File: src/rtl/ssd_pkg.sv
// Shared types and constants for the SSD stereo disparity core.
// No dependencies; imported by every module of the block.
package ssd_pkg;

   localparam int MAX_WIDTH  = 1024;
   localparam int MAX_HEIGHT = 1024;
   localparam int MAX_RADIUS = 3;
   localparam int DISP_LIMIT = 63;
   localparam int PIXEL_BITS = 8;

   localparam int WIN   = 2 * MAX_RADIUS + 1;
   localparam int LINES = 2 * MAX_RADIUS;
   localparam int RWIN  = WIN + DISP_LIMIT;

   localparam int ADDR_BITS = $clog2(MAX_WIDTH);
   localparam int CNT_BITS  = ADDR_BITS + 1;
   localparam int WIN_BITS  = $clog2(WIN);
   localparam int LINE_BITS = $clog2(LINES);
   localparam int RAD_BITS  = 2;
   localparam int DISP_BITS = 6;
   localparam int TERM_BITS = 2 * PIXEL_BITS;
   // 49 terms of at most 255^2 fit in 22 bits
   localparam int SUM_BITS  = TERM_BITS + $clog2(WIN * WIN);

   typedef logic [PIXEL_BITS-1:0] pixel_type;
   typedef pixel_type [WIN-1:0] column_type;

   typedef struct packed {
      logic shift;
      logic step;
   } cell_ctl_type;

   typedef struct packed {
      logic [SUM_BITS-1:0] s;
      logic [SUM_BITS-1:0] e;
      logic [SUM_BITS-1:0] best_s;
      logic [SUM_BITS-1:0] best_e;
   } cmp_operands_type;

   typedef struct packed {
      logic done;
      logic less;
   } cmp_result_type;

   typedef enum logic [3:0] {
      ST_CLEAR,
      ST_IDLE,
      ST_LOAD,
      ST_SUM,
      ST_DRAIN,
      ST_DECIDE,
      ST_CMP,
      ST_NEXT,
      ST_OUT
   } state_type;

   typedef enum logic [3:0] {
      CMP_IDLE,
      CMP_SQ_S,
      CMP_SQ_B,
      CMP_P_LO,
      CMP_P_HI,
      CMP_Q_LO,
      CMP_Q_HI,
      CMP_SUM,
      CMP_DONE
   } cmp_state_type;

   typedef enum logic [2:0] {
      CSR_IMAGE_WIDTH,
      CSR_IMAGE_HEIGHT,
      CSR_WINDOW_RADIUS,
      CSR_MAX_DISPARITY,
      CSR_NORMALIZED_MODE
   } csr_index_type;

endpackage

File: src/rtl/ssd_col_cell.sv
// One column cell of the right window chain: window column plus scan copy.
// Depends on ssd_pkg for column and control types.
module ssd_col_cell import ssd_pkg::*; (
   input  logic         clock,
   input  logic         reset,
   input  cell_ctl_type ctl,
   input  column_type   col_in,
   input  column_type   scan_in,
   output column_type   col_out,
   output column_type   scan_out
);

   column_type win_ff;
   column_type scan_ff;

   always_ff @(posedge clock) begin
      if (reset) begin
         win_ff <= '0;
      end else if (ctl.shift) begin
         win_ff <= col_in;
      end
   end

   // scan copy takes the shifted window, then walks towards cell 0
   always_ff @(posedge clock) begin
      if (ctl.shift) begin
         scan_ff <= col_in;
      end else if (ctl.step) begin
         scan_ff <= scan_in;
      end
   end

   assign col_out  = win_ff;
   assign scan_out = scan_ff;

endmodule

File: config.mk
export PLATFORM = sky130hd
export DESIGN_NAME = ssd_col_cell
export DESIGN_NICKNAME = d
export VERILOG_FILES = /design/src/rtl/ssd_pkg.sv /design/src/rtl/ssd_col_cell.sv
export SDC_FILE = /design/constraint.sdc
export NUM_CORES = 1
export LEC_CHECK = 0
export ABC_AREA = 1
export BUFFER_PORTS_ARGS = -buffer_cell sky130_fd_sc_hd__buf_4
export CAP_MARGIN = 20
export CORE_UTILIZATION = 47
export DETAILED_ROUTE_END_ITERATION = 7
export MAX_ROUTING_LAYER = met4
export PLACE_DENSITY = 0.84
export SLEW_MARGIN = 20
export SYNTH_ARGS = -nofsm -noshare
export SYNTH_HDL_FRONTEND = slang
export SYNTH_SLANG_ARGS = --single-unit
File: constraint.sdc
create_clock -name clock -period 3.28 [get_ports clock]
set_input_delay 0.328 -clock clock [delete_from_list [all_inputs] [get_ports clock]]
set_output_delay 0.328 -clock clock [all_outputs]
set_load 0.01 [all_outputs]
==> results.py <==
metrics = {
    "run_status": {
        "status": "complete, no violations",
    },
    "setup_path": {
        "cp_slowest_cell": "or2_2",
        "reg2reg_setup_slack_ns": 2.59,
        "crit_chain": "buf_4 -> buf_4 -> or2_2 -> buf_12",
        "reg2reg_depth": 2,
        "crit_path_start": "ctl[1]",
        "crit_required_ns": 3.34,
        "cp-endpoint": "scan_out[27]",
        "timing.rr.end": "col_out[30]",
        "end_kind": "flop",
        "cp-start-kind": "primary input",
        "worst-path-buf-inv": 3,
        "crit_type": "in -> reg",
        "reg2reg_from": "col_out[30]",
        "crit_family": "buffers and inverters",
        "crit_fanout": 57,
        "critical_path_cell_count": 4,
        "crit_top_cell": "buf_4",
        "arrival_ns": 1.86,
        "critPathMaxStageDelay_ns": 0.60,
    },
    "logic_synthesis": {
        "ys.warnings.count": 0,
        "synth_edf_count": 56,
        "ys_seq_area_share_pct": 68.7,
        "synth-simple-area-share_pct": 20.8,
        "synth_flop_cell": "edfxtp_1",
        "synth_top_family_by_area": "simple AND/OR/NAND/NOR gates",
        "post-synth-top-count-cell": "nand2_1",
        "synth_fp_nets": 534,
        "syn-instance-count": 418,
        "ys_ff_latch": 112,
        "synth-adder-area-share_pct": 0,
        "synth_commonest_cells": "nand2_1 (224), a21oi_1 (56), dfxtp_1 (56), edfxtp_1 (56), buf_2 (12)",
        "synth_top_area_share_pct": 41.2,
        "synth_area_leaders": "edfxtp_1 (41%), dfxtp_1 (27%), nand2_1 (21%)",
        "muxShareOfSynthArea_pct": 0,
        "syn_area_sq_um": 4080,
        "synth_top_cell_by_area": "edfxtp_1",
        "syn_avg_cell_area_sq_um": 9.76,
        "synth_compound_gate_area_share_pct": 6.87,
        "synthDistinctLibCells": 11,
        "synthArstFlopShare_pct": 0,
        "synthXorXnorAreaFrac_pct": 0,
    },
    "detailed_routing": {
        "vias": 3653,
        "wl_per_cell_microns": 14.2,
        "firstDrtPassIters": 4,
        "wl_microns": 10600,
        "antenna_left": 0,
        "drtIter0Drc": 189,
        "vias_per_cell": 4.90,
        "drc_errors": 0,
    },
    "cells_and_area": {
        "post_route_cells_drive_above_1_share_pct": 38.8,
        "final_core_util_pct": 72.1,
        "antenna_cells": 0,
        "syn2layout_area_growth_pct": 46.7,
        "final_nets": 752,
        "stdcell_area_sq_um": 5980,
    },
    "clock_network": {
        "cts_tree": "yes",
        "clk_path_buf_depth": 2,
        "insertion_delay_ns": 0.35,
        "cts_buffers": 9,
        "ctsRootBufferMaster": "clkbuf_8",
        "htree_num_levels": 3,
        "path_clk_slew_ns": 0.11,
        "holdBufCountCts": 0,
        "cts_resized": 0,
        "numClockSinks": 112,
        "post_cts_buffers": 0,
    },
    "job": {
        "cap_violations": 0,
    },
    "power_and_ir_drop": {
        "power.total_mw": 2.87,
        "leakagePower_nw": 2.89,
        "vdd_drop_max_v": 0.000279,
        "power_density_nw_per_um2": 480,
    },
    "worst_hold_path": {
        "min_path_type": "in -> reg",
        "hold_path_depth": 3,
    },
    "global_routing": {
        "grt_pass1_vias": 3403,
        "grt-ovfl-total": 0,
        "antenna_found_initial": 0,
        "grt_max_degree": 59,
        "grt_pass1_wl_microns": 15700,
        "grt_use_total_pct": 23.5,
    },
    "floorplan": {
        "die_width_microns": 95.2,
        "die_area_sq_um": 9060,
        "io-pin-count": 228,
        "rows": 33,
        "die_h_microns": 95.2,
        "start_util_pct": 49.2,
        "core-area_sq_um": 8300,
    },
    "sta": {
        "worst_clock_skew_ns": 0,
        "worst_slew_pin_slew_ns": 0.748,
        "fmax_ghz": 0.554,
        "final_max_slew_viol_count": 0,
        "setup_viol": 0,
        "finalCritPeriodShare_pct": 55.0,
        "layout_min_cycle_time_ns": 1.81,
        "final_hold_viol_count": 0,
        "fin_setup_tns_ns": 0,
        "worst_hold_slack_ns": 0.225,
        "rsz0062_at_grt": "no",
        "relSlewSlack_pct": 50.1,
    },
    "placed_design": {
        "dp_hpwl_microns": 7620,
        "portBuffers": 227,
        "routabilityCongestion": 0.807,
        "dpl-instance-area_sq_um": 5810,
    },
}
[flip-flops by register name, indices dropped and copies added, names as in the netlist]
name      flops
col_out      56
scan_out     56
[report_power, final]
| part | internal (mW) | switching, mW | total [mW] | leakage [nW] |
|---|---|---|---|---|
| clock network | 0.277 | 0.454 | 0.731 | 0.0854 |
| registers | 1.60 | 0.0438 | 1.64 | 1.04 |
| logic | 0.263 | 0.237 | 0.501 | 1.77 |
[cell type report]
type,count,area (sq um)
sequential,112,2800
fill,620,2310
timing repair buffer,231,1750
multi-input combinational,281,1130
tap,105,131
clock buffer,9,124
clock inverter,7,47.5
inverter,1,5.00
[kinds of logic (layout without fill, tap and decap cells)]
group,count (synthesis),after routing
AND/OR/NAND/NOR,225,225
flip-flops,112,112
AO/OA/AOI/OAI,56,56
buffers and inverters,25,248
[metrics by stage]
step	setup WS [ns]	instances
after floorplan	1.66	418
after global placement	1.16	730
after detailed placement	1.11	730
after CTS	1.51	746
after global routing	1.39	746
final	1.47	746
[routing by layer]
metal	track usage, %	routed length [microns]	share of wire [%]	up-vias
met3	3.43	851	8.0	21
met2	41.1	5430	51	184
met1	26.9	4080	38	1658
met5	-	0	0	-
met4	9.85	272	2.6	0
li1	-	-	-	1790
[cell usage in the layout, fill, tap and decap left out, drive strengths merged]
cell	netlist	layout
clkbuf	2	9
or2	1	1
a21oi	56	56
clkinvlp	0	2
nand2	224	224
buf	22	231
edfxtp	56	56
dfxtp	56	56
clkinv	0	5
inv	1	1
[worst min-delay path, cell delays in order]
cell	delay (ns)
buf_4	0.08
nand2_1	0.04
nand2_1	0.04
[how the worst min path moves through the flow]
stage	startpoint	endpoint	slack, ns
floorplan	col_out[5]	col_out[5]	0.48
global placement	col_out[47]	col_out[47]	0.45
detailed placement	col_out[5]	col_out[5]	0.45
CTS	scan_in[38]	scan_out[38]	0.21
global route	scan_in[37]	scan_out[37]	0.22
finish	scan_in[38]	scan_out[38]	0.22
(Power assumes the default switching activity.)
