$ cat config.mk
export PLATFORM = sky130hd
export DESIGN_NAME = ssd_cmp_unit
export DESIGN_NICKNAME = d
export VERILOG_FILES = /design/src/rtl/ssd_pkg.sv /design/src/rtl/ssd_cmp_unit.sv
export SDC_FILE = /design/constraint.sdc
export NUM_CORES = 2
export LEC_CHECK = 0
export ABC_AREA = 1
export BUFFER_PORTS_ARGS = -buffer_cell sky130_fd_sc_hd__clkbuf_2
export CAP_MARGIN = 20
export CELL_PAD_IN_SITES_DETAIL_PLACEMENT = 0
export CELL_PAD_IN_SITES_GLOBAL_PLACEMENT = 1
export CORE_MARGIN = 3
export CORE_UTILIZATION = 48
export DETAILED_ROUTE_END_ITERATION = 8
export PLACE_DENSITY = 0.77
export SYNTH_ARGS = -nofsm -noshare
export SYNTH_HDL_FRONTEND = slang
export SYNTH_SLANG_ARGS = --single-unit
$ cat constraint.sdc
create_clock -name clock -period 9.2 [get_ports clock]
set_clock_uncertainty 0.05 [all_clocks]
set_input_delay 1.84 -clock clock [delete_from_list [all_inputs] [get_ports clock]]
set_output_delay 1.84 -clock clock [all_outputs]
set_load 0.01 [all_outputs]
$ cat src/rtl/ssd_pkg.sv
// Shared types and constants for the SSD stereo disparity core.
// No dependencies; imported by every module of the block.
package ssd_pkg;

   localparam int MAX_WIDTH  = 1024;
   localparam int MAX_HEIGHT = 1024;
   localparam int MAX_RADIUS = 3;
   localparam int DISP_LIMIT = 63;
   localparam int PIXEL_BITS = 8;

   localparam int WIN   = 2 * MAX_RADIUS + 1;
   localparam int LINES = 2 * MAX_RADIUS;
   localparam int RWIN  = WIN + DISP_LIMIT;

   localparam int ADDR_BITS = $clog2(MAX_WIDTH);
   localparam int CNT_BITS  = ADDR_BITS + 1;
   localparam int WIN_BITS  = $clog2(WIN);
   localparam int LINE_BITS = $clog2(LINES);
   localparam int RAD_BITS  = 2;
   localparam int DISP_BITS = 6;
   localparam int TERM_BITS = 2 * PIXEL_BITS;
   // 49 terms of at most 255^2 fit in 22 bits
   localparam int SUM_BITS  = TERM_BITS + $clog2(WIN * WIN);

   typedef logic [PIXEL_BITS-1:0] pixel_type;
   typedef pixel_type [WIN-1:0] column_type;

   typedef struct packed {
      logic shift;
      logic step;
   } cell_ctl_type;

   typedef struct packed {
      logic [SUM_BITS-1:0] s;
      logic [SUM_BITS-1:0] e;
      logic [SUM_BITS-1:0] best_s;
      logic [SUM_BITS-1:0] best_e;
   } cmp_operands_type;

   typedef struct packed {
      logic done;
      logic less;
   } cmp_result_type;

   typedef enum logic [3:0] {
      ST_CLEAR,
      ST_IDLE,
      ST_LOAD,
      ST_SUM,
      ST_DRAIN,
      ST_DECIDE,
      ST_CMP,
      ST_NEXT,
      ST_OUT
   } state_type;

   typedef enum logic [3:0] {
      CMP_IDLE,
      CMP_SQ_S,
      CMP_SQ_B,
      CMP_P_LO,
      CMP_P_HI,
      CMP_Q_LO,
      CMP_Q_HI,
      CMP_SUM,
      CMP_DONE
   } cmp_state_type;

   typedef enum logic [2:0] {
      CSR_IMAGE_WIDTH,
      CSR_IMAGE_HEIGHT,
      CSR_WINDOW_RADIUS,
      CSR_MAX_DISPARITY,
      CSR_NORMALIZED_MODE
   } csr_index_type;

endpackage

$ cat src/rtl/ssd_cmp_unit.sv
// Exact compare s^2 * best_e < best_s^2 * e using one shared 22x22 multiplier.
// Depends on ssd_pkg for operand and result structs.
module ssd_cmp_unit import ssd_pkg::*; (
   input  logic             clock,
   input  logic             reset,
   input  logic             start,
   input  cmp_operands_type ops,
   output cmp_result_type   res
);

   cmp_state_type state_ff, state_in;
   logic [SUM_BITS-1:0]   mul_a, mul_b;
   logic [2*SUM_BITS-1:0] prod;
   logic [2*SUM_BITS-1:0] sqs_ff, sqb_ff, pl_ff, ph_ff, ql_ff, qh_ff;
   logic [3*SUM_BITS-1:0] p_ff, q_ff;

   always_ff @(posedge clock) begin
      if (reset) begin
         state_ff <= CMP_IDLE;
      end else begin
         state_ff <= state_in;
      end
   end

   always_comb begin
      state_in = state_ff;
      mul_a    = '0;
      mul_b    = '0;
      unique case (state_ff)
         CMP_IDLE: begin
            if (start) begin
               state_in = CMP_SQ_S;
            end
         end
         CMP_SQ_S: begin
            mul_a    = ops.s;
            mul_b    = ops.s;
            state_in = CMP_SQ_B;
         end
         CMP_SQ_B: begin
            mul_a    = ops.best_s;
            mul_b    = ops.best_s;
            state_in = CMP_P_LO;
         end
         CMP_P_LO: begin
            mul_a    = sqs_ff[SUM_BITS-1:0];
            mul_b    = ops.best_e;
            state_in = CMP_P_HI;
         end
         CMP_P_HI: begin
            mul_a    = sqs_ff[2*SUM_BITS-1:SUM_BITS];
            mul_b    = ops.best_e;
            state_in = CMP_Q_LO;
         end
         CMP_Q_LO: begin
            mul_a    = sqb_ff[SUM_BITS-1:0];
            mul_b    = ops.e;
            state_in = CMP_Q_HI;
         end
         CMP_Q_HI: begin
            mul_a    = sqb_ff[2*SUM_BITS-1:SUM_BITS];
            mul_b    = ops.e;
            state_in = CMP_SUM;
         end
         CMP_SUM:  state_in = CMP_DONE;
         CMP_DONE: state_in = CMP_IDLE;
         default:  state_in = CMP_IDLE;
      endcase
   end

   assign prod = mul_a * mul_b;

   always_ff @(posedge clock) begin
      case (state_ff)
         CMP_SQ_S: sqs_ff <= prod;
         CMP_SQ_B: sqb_ff <= prod;
         CMP_P_LO: pl_ff  <= prod;
         CMP_P_HI: ph_ff  <= prod;
         CMP_Q_LO: ql_ff  <= prod;
         CMP_Q_HI: qh_ff  <= prod;
         CMP_SUM: begin
            p_ff <= {ph_ff, {SUM_BITS{1'b0}}} + {{SUM_BITS{1'b0}}, pl_ff};
            q_ff <= {qh_ff, {SUM_BITS{1'b0}}} + {{SUM_BITS{1'b0}}, ql_ff};
         end
         default: ;
      endcase
   end

   assign res.done = (state_ff == CMP_DONE);
   assign res.less = (p_ff < q_ff);

`ifndef SYNTHESIS
   a_start_idle: assert property (@(posedge clock) disable iff (reset)
      start |-> state_ff == CMP_IDLE)
      else $error("compare started while busy");
   a_latency: assert property (@(posedge clock) disable iff (reset)
      (start && state_ff == CMP_IDLE) |-> ##8 res.done)
      else $error("compare result not ready after eight cycles");
   a_done_back: assert property (@(posedge clock) disable iff (reset)
      res.done |=> state_ff == CMP_IDLE)
      else $error("compare unit did not return to idle");
`endif

endmodule
==> impl_table.tex <==
\begin{tabular}{lr}
\hline
Metric & Value \\
\hline
\multicolumn{2}{l}{\textbf{Synth}} \\
Avg Inst Size Synth & 8.70 µm² \\
Top FF cell, synth & edfxtp\_1 \\
Share of synthesized registers carrying an async set or reset & 0\% \\
Number of unique standard cell types used by synthesis & 41 \\
Count of flip-flops with a built-in enable after synthesis & 396 \\
Gate count of the mapped netlist & 4318 \\
Part of the Yosys area used for sequential elements & 31.9\% \\
Number of synthesized register bits & 400 \\
Yosys Warn Count & 0 \\
Post-Synthesis Cell Area & 37500 µm² \\
Net count after synthesis & 5076 \\
\multicolumn{2}{l}{\textbf{Route}} \\
DRC viols & 0 \\
Total detailed-routing wirelength & 106 mm \\
Routed vias/inst & 4.99 \\
Antenna viol nets, final & 0 \\
Vias post-DR & 27700 \\
Post-DR wirelength/cell & 19.0 µm \\
Count of routing violations after the opening detailed-route iteration & 1839 \\
Number of detailed-routing iterations run before antenna repair & 5 \\
\multicolumn{2}{l}{\textbf{Setup path}} \\
Cell family with most CP delay & adder cells \\
Endpoint kind of the worst setup timing path & flip-flop \\
Critical path fanouts, max & 9 \\
Delay of the slowest cell on the worst path & 0.55 ns \\
Crit path buf inv count & 9 \\
Sort of element at the start of the critical path & input port \\
Req. time, crit path & 9.35 ns \\
Arrival time worst endpoint & 8.53 ns \\
Slowest-stage cell, CP & fa\_1 \\
Start-to-end type of the worst setup path & input port to flip-flop \\
\multicolumn{2}{l}{\textbf{Cells and area}} \\
Most common cell after layout, fill and taps aside & nand2\_1 \\
Fraction of layout cells with a size suffix above 1 & 8.96\% \\
Most used cells in the layout excluding fill and tap cells & 1341 x nand2\_1, 1027 x inv\_1, 399 x fa\_1 \\
Post-layout net count & 5261 \\
Area Overhead vs Synth & 9.22\% \\
Layout Cell Area excl Fill & 41000 µm² \\
\multicolumn{2}{l}{\textbf{Timing}} \\
Time the final worst path needs with I/O delays and setup & 8.39 ns \\
Transition time of the tightest slew-check pin & 1.12 ns \\
Final clock period utilization by the worst path & 91.2\% \\
Worst rel slew slack & 25.1\% \\
Number of hold violations in the final report & 0 \\
Sum Neg Setup Slack & 0 ns \\
Unrepaired setup endpoints after global routing & false \\
\# setup viols final & 0 \\
Maximum frequency from static timing analysis & 119 MHz \\
Total count of max-transition violations in the final report & 0 \\
\multicolumn{2}{l}{\textbf{GRT}} \\
Global-route wire length before repair & 163 mm \\
Vias in the first global route & 28000 \\
Pin count of the biggest net entering global routing & 71 \\
Antenna violations before repair & 0 \\
Global-route usage over all layers & 26.2\% \\
Overflow after GRT & 0 \\
\multicolumn{2}{l}{\textbf{Power}} \\
Worst IR Drop VDD & 0.221 mV \\
Proportion of power drawn by flip-flops and latches & 32.2\% \\
Clock power frac & 20.9\% \\
Pwr Density & 191 nW/µm² \\
Logic pwr share & 46.9\% \\
Internal power summed over all cells & 4.62 mW \\
Switching Share & 41.0\% \\
Net Sw Power & 3.21 mW \\
Static leakage & 21.4 nW \\
\multicolumn{2}{l}{\textbf{CTS}} \\
Clock tree sinks & 400 \\
Largest buffer count on any clock path & 3 \\
Number of setup buffers added after CTS & 0 \\
Clock-pin slew on the worst setup and hold paths & 0.07 ns \\
Clock insertion delay at the later pin of the skew report & 0.56 ns \\
Root Buffer & clkbuf\_16 \\
Hold buffer count at cts & 0 \\
Clock tree from TritonCTS & yes \\
Total CTS buffers & 38 \\
PostCTS Resize Cnt & 0 \\
Number of levels the H-tree was split into & 2 \\
\multicolumn{2}{l}{\textbf{Floorplan}} \\
Die Wd & 286 µm \\
Core Region & 76700 µm² \\
Vertical die dimension & 286 µm \\
I/O pin cnt & 93 \\
Overall die area & 81600 µm² \\
Initial Util & 49.0\% \\
Placement Rows & 101 \\
\multicolumn{2}{l}{\textbf{Flow run}} \\
\# Max-Cap Violations & 0 \\
\multicolumn{2}{l}{\textbf{Worst hold path}} \\
Class of the most critical hold timing path & flip-flop to flip-flop \\
\multicolumn{2}{l}{\textbf{Placement}} \\
Detailed Place HPWL & 87.8 mm \\
Placed cell area & 39700 µm² \\
Placer Congestion & 0.938 \\
Total of buffers placed on input and output ports & 92 \\
\multicolumn{2}{l}{\textbf{Outcome}} \\
Status & finished, final reports clean \\
\hline
\end{tabular}
## metal layers
| metal | part of all wire, % | up-vias | routed length (µm) | GRT usage, % |
|---|---|---|---|---|
| met1 | 43 | 13500 | 45500 | 35.1 |
| met2 | 49 | 707 | 51900 | 46.2 |
| met5 | 0 | - | 0 | 0 |
| li1 | - | 13400 | - | - |
| met3 | 5.1 | 128 | 5400 | 2.39 |
| met4 | 2.7 | 0 | 2830 | 6.37 |
## registers in the layout, indices dropped and copies added, names as in the netlist
name	cells
state_ff	4
p_ff	66
ql_ff	44
ph_ff	44
q_ff	66
pl_ff	44
sqs_ff	44
sqb_ff	44
qh_ff	44
## Yosys cell counts (all sizes together), types with 3 or more instances
cell type / number / share of area (%)
a21oi: 124 / 1.7
a22o: 22 / 0.51
a31oi: 9 / 0.15
and2: 3 / 0.050
buf: 104 / 2.5
dfxtp: 4 / 0.21
edfxtp: 396 / 32
fa: 399 / 21
ha: 268 / 8.9
inv: 1061 / 11
nand2: 1345 / 13
nand3: 170 / 2.8
nand3b: 12 / 0.24
nand4: 15 / 0.33
nor2: 196 / 2.0
nor3: 37 / 0.51
nor4: 4 / 0.067
o211ai: 4 / 0.080
o21a: 3 / 0.060
o21ai: 34 / 0.45
o21bai: 18 / 0.36
or2: 6 / 0.10
xnor2: 22 / 0.51
xor2: 55 / 1.3
## stage by stage
step	utilization, %	setup slack, ns	power, mW	instances	hold slack [ns]
4_1_cts	53.5	0.795	7.88	5561	0.366
2_1_floorplan	-	1.42	4.58	4318	0.350
5_1_grt	53.5	0.522	8.32	5561	0.372
3_3_place_gp	51.8	0.261	6.21	5493	0.350
3_5_place_dp	51.8	0.226	6.23	5493	0.355
6_report	53.5	0.814	7.83	5562	0.366
## logic make-up after synthesis
| kind of cell | after synthesis | share of synthesized area [%] |
|---|---|---|
| buf+inv | 1165 | 13.1 |
| flops | 400 | 31.9 |
| simple gates | 1791 | 19.6 |
| compound gates | 218 | 3.37 |
| xor+xnor | 77 | 1.80 |
| fa+ha+maj | 667 | 30.2 |
## cell type report
cell class / count / area [µm²]
multi-input cells: 2753 / 20700
well taps: 1030 / 1290
clock inverters: 28 / 343
flip-flops and latches: 400 / 12000
fillers: 7185 / 35700
clock buffers: 40 / 958
diodes: 1 / 2.50
inverters: 1061 / 3990
repair buffers: 249 / 1800
## worst paths after layout
kind / from / end / slack [ns] / cells after the start
max: ops[29] / sqs_ff[41] / 0.81 / 29
min: ql_ff[14] / q_ff[14] / 0.37 / 0
max reg2reg: state_ff[2] / ql_ff[19] / 0.86 / 30
min reg2reg: ql_ff[14] / q_ff[14] / 0.37 / 0
## worst reg2reg max path: cells and delay by family, from the launching register on
family | cells | cell delay [ns]
flops | 1 | 0.39
fa+ha+maj | 8 | 3.59
simple gates | 10 | 1.40
xor+xnor | 1 | 0.87
buf+inv | 10 | 1.57
compound gates | 1 | 0.08
## power by group through the flow
stage / clock network [mW] / logic (mW) / registers [mW]
floorplan: 0 / 2.04 / 2.54
global placement: 0 / 3.65 / 2.56
detailed placement: 0 / 3.67 / 2.56
CTS: 1.67 / 3.69 / 2.52
global route: 1.74 / 4.05 / 2.53
finish: 1.64 / 3.67 / 2.52
(Power assumes the default switching activity.)
